<file path="src/hw/rtl/psd_pkg.sv">
package psd_pkg;

    localparam int CW    = 24;
    localparam int TF    = 24;
    localparam int DW    = CW + 1;
    localparam int PW    = 2 * DW;
    localparam int SW    = PW + 2;
    localparam int POSW  = TF + 1;
    localparam int DISTW = CW + 1;
    localparam int OFW   = POSW + 1 + DW;
    localparam int RW    = DW + 1;
    localparam int SQW   = 2 * RW + 2;
    localparam int SQRTW = SQW / 2;
    localparam int IN_BITS  = 9 * CW;
    localparam int IN_BYTES = (IN_BITS + 7) / 8;
    localparam int OUT_BITS  = DISTW + POSW;
    localparam int OUT_BYTES = (OUT_BITS + 7) / 8;

    typedef logic signed [CW-1:0] coord_t;
    typedef logic signed [DW-1:0] diff_t;
    typedef logic signed [SW-1:0] wide_t;
    typedef logic [POSW-1:0] pos_t;
    typedef logic [1:0] region_t;
    typedef logic [SQW-1:0] sq_sum_t;

    localparam region_t REGION_INTERIOR = 2'd0;
    localparam region_t REGION_BEFORE   = 2'd1;
    localparam region_t REGION_PAST     = 2'd2;
    localparam region_t REGION_DEGEN    = 2'd3;

endpackage

</file>
<file path="src/hw/rtl/psd_sqrt.sv">
module psd_sqrt
(
    input  logic                 clk,
    input  logic                 rst_n,
    input  logic                 en,
    input  logic                 in_valid,
    input  psd_pkg::sq_sum_t     sum,
    input  psd_pkg::pos_t        t_in,
    input  psd_pkg::region_t     region_in,
    output logic                 out_valid,
    output logic [psd_pkg::DISTW-1:0] distance,
    output psd_pkg::pos_t        t,
    output psd_pkg::region_t     region
);

    localparam int N   = psd_pkg::SQRTW;
    localparam int SQW = psd_pkg::SQW;

    logic                vld_reg  [N+1];
    logic [SQW-1:0]      rad_reg  [N+1];
    logic [N+1:0]        rem_reg  [N+1];
    logic [N-1:0]        root_reg [N+1];
    psd_pkg::pos_t       t_reg    [N+1];
    psd_pkg::region_t    rg_reg   [N+1];

    always_comb
    begin
        vld_reg[0]  = in_valid;
        rad_reg[0]  = sum;
        rem_reg[0]  = '0;
        root_reg[0] = '0;
        t_reg[0]    = t_in;
        rg_reg[0]   = region_in;
    end

    // two radicand bits per stage
    for (genvar k = 0; k < N; k++)
    begin : g_step
        logic [N+1:0] rem_sh;
        logic [N+1:0] trial;
        logic         fits;

        assign rem_sh = {rem_reg[k][N-1:0], rad_reg[k][SQW-1 -: 2]};
        assign trial  = {root_reg[k], 2'b01};
        assign fits   = rem_sh >= trial;

        always_ff @(posedge clk or negedge rst_n)
        begin
            if (!rst_n)
            begin
                vld_reg[k+1] <= 1'b0;
            end
            else if (en)
            begin
                vld_reg[k+1] <= vld_reg[k];
            end
        end

        always_ff @(posedge clk)
        begin
            if (en)
            begin
                rad_reg[k+1]  <= rad_reg[k] << 2;
                rem_reg[k+1]  <= fits ? rem_sh - trial : rem_sh;
                root_reg[k+1] <= {root_reg[k][N-2:0], fits};
                t_reg[k+1]    <= t_reg[k];
                rg_reg[k+1]   <= rg_reg[k];
            end
        end
    end

    assign out_valid = vld_reg[N];
    assign distance  = root_reg[N][psd_pkg::DISTW-1:0];
    assign t         = t_reg[N];
    assign region    = rg_reg[N];

endmodule

</file>
<file path="config.mk">
export PLATFORM = sky130hd
export DESIGN_NAME = psd_sqrt
export DESIGN_NICKNAME = d
export VERILOG_FILES = /design/src/hw/rtl/psd_pkg.sv /design/src/hw/rtl/psd_sqrt.sv
export SDC_FILE = /design/constraint.sdc
export NUM_CORES = 2
export LEC_CHECK = 0
export BUFFER_PORTS_ARGS = -buffer_cell sky130_fd_sc_hd__buf_2
export CORE_ASPECT_RATIO = 0.8
export CORE_MARGIN = 10
export CORE_UTILIZATION = 57
export CTS_CLUSTER_DIAMETER = 60
export CTS_CLUSTER_SIZE = 25
export DETAILED_ROUTE_END_ITERATION = 8
export PLACE_DENSITY = 0.76
export SYNTH_ARGS = -nofsm -noshare
export SYNTH_HDL_FRONTEND = slang
export SYNTH_SLANG_ARGS = --single-unit
</file>
<file path="constraint.sdc">
create_clock -name clk -period 3.31 [get_ports clk]
set_clock_uncertainty 0.05 [all_clocks]
set_input_delay 0.8275 -clock clk [delete_from_list [all_inputs] [get_ports clk]]
set_output_delay 0.8275 -clock clk [all_outputs]
set_load 0.01 [all_outputs]
</file>
### Word level (Yosys, flattened, before mapping)

Cells that the tools add are included.

* register bits after elaboration: 2512
* input bits: 85
* output and inout bits: 53

* $add $sub $neg: 26
* order comparisons: 27
* multiplexer cells: 26

Operators by type and width (number)
* $mux 27: 25
* $ge 29x10->1: 1
* $ge 29x11->1: 1
* $ge 29x12->1: 1
* $ge 29x13->1: 1
* $ge 29x14->1: 1
* $ge 29x15->1: 1
* $ge 29x16->1: 1
* $ge 29x17->1: 1
* $ge 29x18->1: 1
* $ge 29x19->1: 1
* $ge 29x20->1: 1
* $ge 29x21->1: 1
* $ge 29x22->1: 1
* $ge 29x23->1: 1
* $ge 29x24->1: 1
* $ge 29x25->1: 1
* $ge 29x26->1: 1
* $ge 29x27->1: 1
* $ge 29x28->1: 1
* $ge 29x3->1: 1
* $ge 29x4->1: 1
* $ge 29x5->1: 1
* $ge 29x6->1: 1
* 31 further kinds: 31

### Longest topological paths before layout

* depth after elaboration: 2
* mapped depth: 14

### Least setup slack after synthesis

OpenSTA, ideal clock, no wires.

* path kind: register to register
* from: reg rem_reg, in the netlist g_step[22].rem_sh[22]
* to: reg rem_reg, in the netlist g_step[23].rem_sh[28], data pin
* library setup time: 0.258 ns
* data arrival time: 3.149 ns
* setup slack: -0.147 ns
* stages on the path, launching flop included: 12
* buffers on the path: 2
* period minus slack after synthesis: 3.457 ns
* cell sequence: edfxtp_1 -> ha_1 -> clkbuf_1 -> nand2_1 -> or3_1 -> or4b_2 -> nor3_1 -> a31oi_1 -> and2_1 -> clkbuf_1 -> or4_1 -> xnor2_1

* cells in the longest elaborated chain, start to end: 2
* elaborated cells on any way between the ends: 3
* classes of those cells: add/sub (1); order compare (1); mux (1)

RTL lines
* from (decl): line psd_sqrt.sv:21 `logic [N+1:0] rem_reg [N+1];`
* from (signal, indexed assignment): line psd_sqrt.sv:64 `rem_reg[k+1] <= fits ? rem_sh - trial : rem_sh;`
* $sub 27x24->27 or $ge 29x24->1 (tied branches): line psd_sqrt.sv:64, psd_sqrt.sv:45
* $mux 27 *: line psd_sqrt.sv:64

Every way passes the cells marked *; elsewhere a longest branch is shown, timed or not.
A chain may end at the register's enable or synchronous reset.

### Worst setup path after layout

* from: reg rem_reg, in the netlist g_step[7].rem_sh[12]
* to: reg rem_reg, in the netlist g_step[8].rem_sh[28], data pin

* cells in the longest elaborated chain, start to end: 2
* elaborated cells on any way between the ends: 3
* classes of those cells: add/sub (1); order compare (1); mux (1)

RTL lines (line)
* $sub 27x9->27 or $ge 29x9->1 (tied branches): psd_sqrt.sv:64, psd_sqrt.sv:45
* $mux 27 *: psd_sqrt.sv:64

Marks and branches as above.

==> reports/results.txt <==
fin util: 64.93%
Die Span X: 496.7 um
Slew headroom: 48.33%
Primary FF master, synth: edfxtp_1
Tmin final: 3.313 ns
Slowest-stage cell, CP: or4_4
Post-Syn Nets: 7484
Power Density: 651.5 mW/mm^2
Remaining DRCs: 0
Crit. End Element: flip-flop
area of placed instances: 0.1105 sq mm
Inst Count DP: 9827
dpl hpwl: 130.5 mm
CTS H-tree lvls: 4
total CTS buffers: 152
initial antenna violation count: 1
startpoint types: flip-flop
iteration count of the initial detailed-routing pass: 5
GPL Wtd Cong: 0.9396
Final ANT Viol Nets: 0
CP max FO: 10
Non-Filler Instances: 10120
DR WL/cell: 18.26 um
# port buffers: 137
setup violators final: 1
first-pass GRT wire length: 294.8 mm
I/O pin count: 138
Synth Area per Inst: 14.82 sq um
asr flop ratio synth: 1.080%
Area contributors post-synth: edfxtp_1 (72%), ha_1 (4.9%), xor2_1 (2.3%)
vias in the first global route: 54820
die area: 0.1993 sq mm
Area growth syn-to-layout: 12.81%
Synth cell types: 87
Final WS setup: -0.002865 ns
Setup TNS: -0.002865 ns
Ys Warns: 0
row cnt: 139
worst path cell trace: or4_4 -> or4_4 -> or3_4 -> or4_4 -> a211oi_4 -> nand3_4 -> o21ai_4 -> nor3_1 -> xor2_1
total grt overflow: 0
Worst Setup Path Type: flip-flop to flip-flop
FF+latch count, synth: 2499
Final Slew Violations: 0
number of flip-flops in the largest register: 717
Arrival @ worst endpoint: 3.80 ns
most frequent cells in the layout: edfxtp_1 (2472), inv_1 (485), nand2_1 (446), buf_4 (418), ha_1 (400)
Max VDD drop: 0.6392 mV
Starting Density: 57.56%
CTS Sinks: 2499
RSZ-0062 raised after global routing: true
period utilisation layout: 100.1%
Vias: 56540
sequential area share after synthesis: 72.30%
CP required: 3.80 ns
area leader, netlist: edfxtp_1
Final Routed Wirelength: 184.7 mm
commonest non-fill, non-tap cell in the layout: edfxtp_1
Worst-Skew Late Latency: 0.81 ns
core box area: 0.1800 sq mm
Post-synth EDFFs: 2472
Max Freq: 301.9 MHz
Post-Synthesis Cells: 6992
CP max stage delay: 0.55 ns
cell area after layout: 0.1169 sq mm
Cell Area, Synth: 0.1036 sq mm
clk buf depth: 3
failing checks: negative setup slack
Iter 0 DRT Violations: 5241
share of layout cells above drive strength 1: 14.52%
CTS tree: done
Worst Max-Slew Pin Slew: 0.7680 ns
largest net degree at the start of global routing: 116
Final Hold Viols: 0
clk slew on worst S/H paths: 0.09 ns
# nets final: 8102
number of fill cells: 12600
area occupied by multi-input gates: 0.02708 sq mm
Static Leak: 0.04404 uW
Die Y-Extent: 401.3 um
status: finished, violations left
vias per std cell: 5.589
GRT Resource Usage Total: 18.18%
Min Hold Slack: 0.1348 ns
Synth top area share: 71.64%
Critical Path Most Common Cell: or4_4
# diodes: 0
max cap viols: 0
storage element area: 0.07491 sq mm
Min-Delay Path Class: primary input to flip-flop
root buf cell: clkbuf_16
==> through the flow <==
stage,setup slack [ns],total power [uW]
2_1_floorplan,0.01693,50170
3_3_place_gp,-0.05531,54950
3_5_place_dp,-0.1985,55430
4_1_cts,-0.02405,76240
5_1_grt,-0.1381,79960
6_report,-0.002865,76150
==> repair_timing <==
action                                 4_1_cts  5_1_grt
endpoints found under the hold margin       27        0
cloned                                       1        4
setup buffers                                3       17
resized for setup                           28      173
hold buffers                                 1        0
setup endpoints to repair                   91      322
pin swaps                                    7       36
==> cell usage after synthesis, types with 20 or more instances <==
cell       instances
a31oi_1           43
nand2b_1          84
buf_4             27
xnor2_1          268
nor2_1           398
a2111oi_0         20
clkbuf_1         101
nor2b_1           55
nor4_1            81
and3_1            38
nand2_1          448
or2_2             29
nor3_1           130
dfrtp_1           27
ha_1             407
inv_1            488
o211ai_1          21
or3_1             50
o21a_1            74
o31ai_1           34
nand4_1           58
edfxtp_1        2472
o21bai_1          34
xor2_1           274
a21o_1           131
or4_1             33
mux2_2            80
a21oi_1          389
nand3_1           90
o21ai_0          325
a211oi_1          38
==> layout make-up <==
cell class | instances | share of cell area [%]
Sequential cell | 2499 | 64.09
Multi-Input combinational cell | 3864 | 23.17
Timing Repair Buffer | 604 | 4.089
Clock buffer | 167 | 3.321
Tap cell | 2397 | 2.566
Inverter | 489 | 1.580
Clock inverter | 97 | 1.186
==> cell families (layout without fill, tap and decap cells) <==
| family | count (synthesis) | count (layout) | synth area share [%] |
|---|---|---|---|
| fa+ha+maj | 407 | 407 | 4.915 |
| other cells | 1 | 1 | 0.003619 |
| buf+inv | 630 | 1357 | 2.385 |
| simple gates | 1582 | 1582 | 7.446 |
| mux | 93 | 93 | 0.9950 |
| flops | 2499 | 2499 | 72.30 |
| compound gates | 1238 | 1239 | 7.378 |
| xor+xnor | 542 | 542 | 4.582 |
==> power breakdown <==
| group | total (uW) | internal (uW) | switching (uW) | leakage [uW] |
|---|---|---|---|---|
| logic | 14400 | 6430 | 7980 | 0.0173 |
| clock network | 20600 | 9710 | 10900 | 0.00251 |
| registers | 41200 | 39100 | 2040 | 0.0242 |
==> per-layer routing <==
metal | GRT usage [%] | wire, um | up-vias
met5 | 0 | 0 | -
met4 | 4.057 | 3953 | 0
met3 | 3.053 | 10740 | 270
met2 | 27.46 | 81930 | 1526
met1 | 27.86 | 88080 | 27460
li1 | - | - | 27290
==> final timing paths <==
path / startpoint / end / slack, ns / cells after the start
min in group asynchronous: rst_n / vld_reg[24] / 0.49 / 2
setup / recovery: g_step[7].rem_sh[12] / g_step[8].rem_sh[28] / -0.003 / 9
max in group asynchronous: rst_n / vld_reg[6] / 2.33 / 2
setup reg to reg: g_step[7].rem_sh[12] / g_step[8].rem_sh[28] / -0.003 / 9
hold / removal: sum[33] / rad_reg[1439] / 0.13 / 1
hold reg to reg: t_reg[88] / t_reg[63] / 0.35 / 0
==> critical path: cells and delay by family, from the launching register on <==
family / cells / cell delay (ns)
compound gates: 2 / 0.44
xor+xnor: 1 / 0.15
flops: 1 / 0.39
simple gates: 6 / 2.02
No activity file was read; power rests on OpenSTA's default activity.
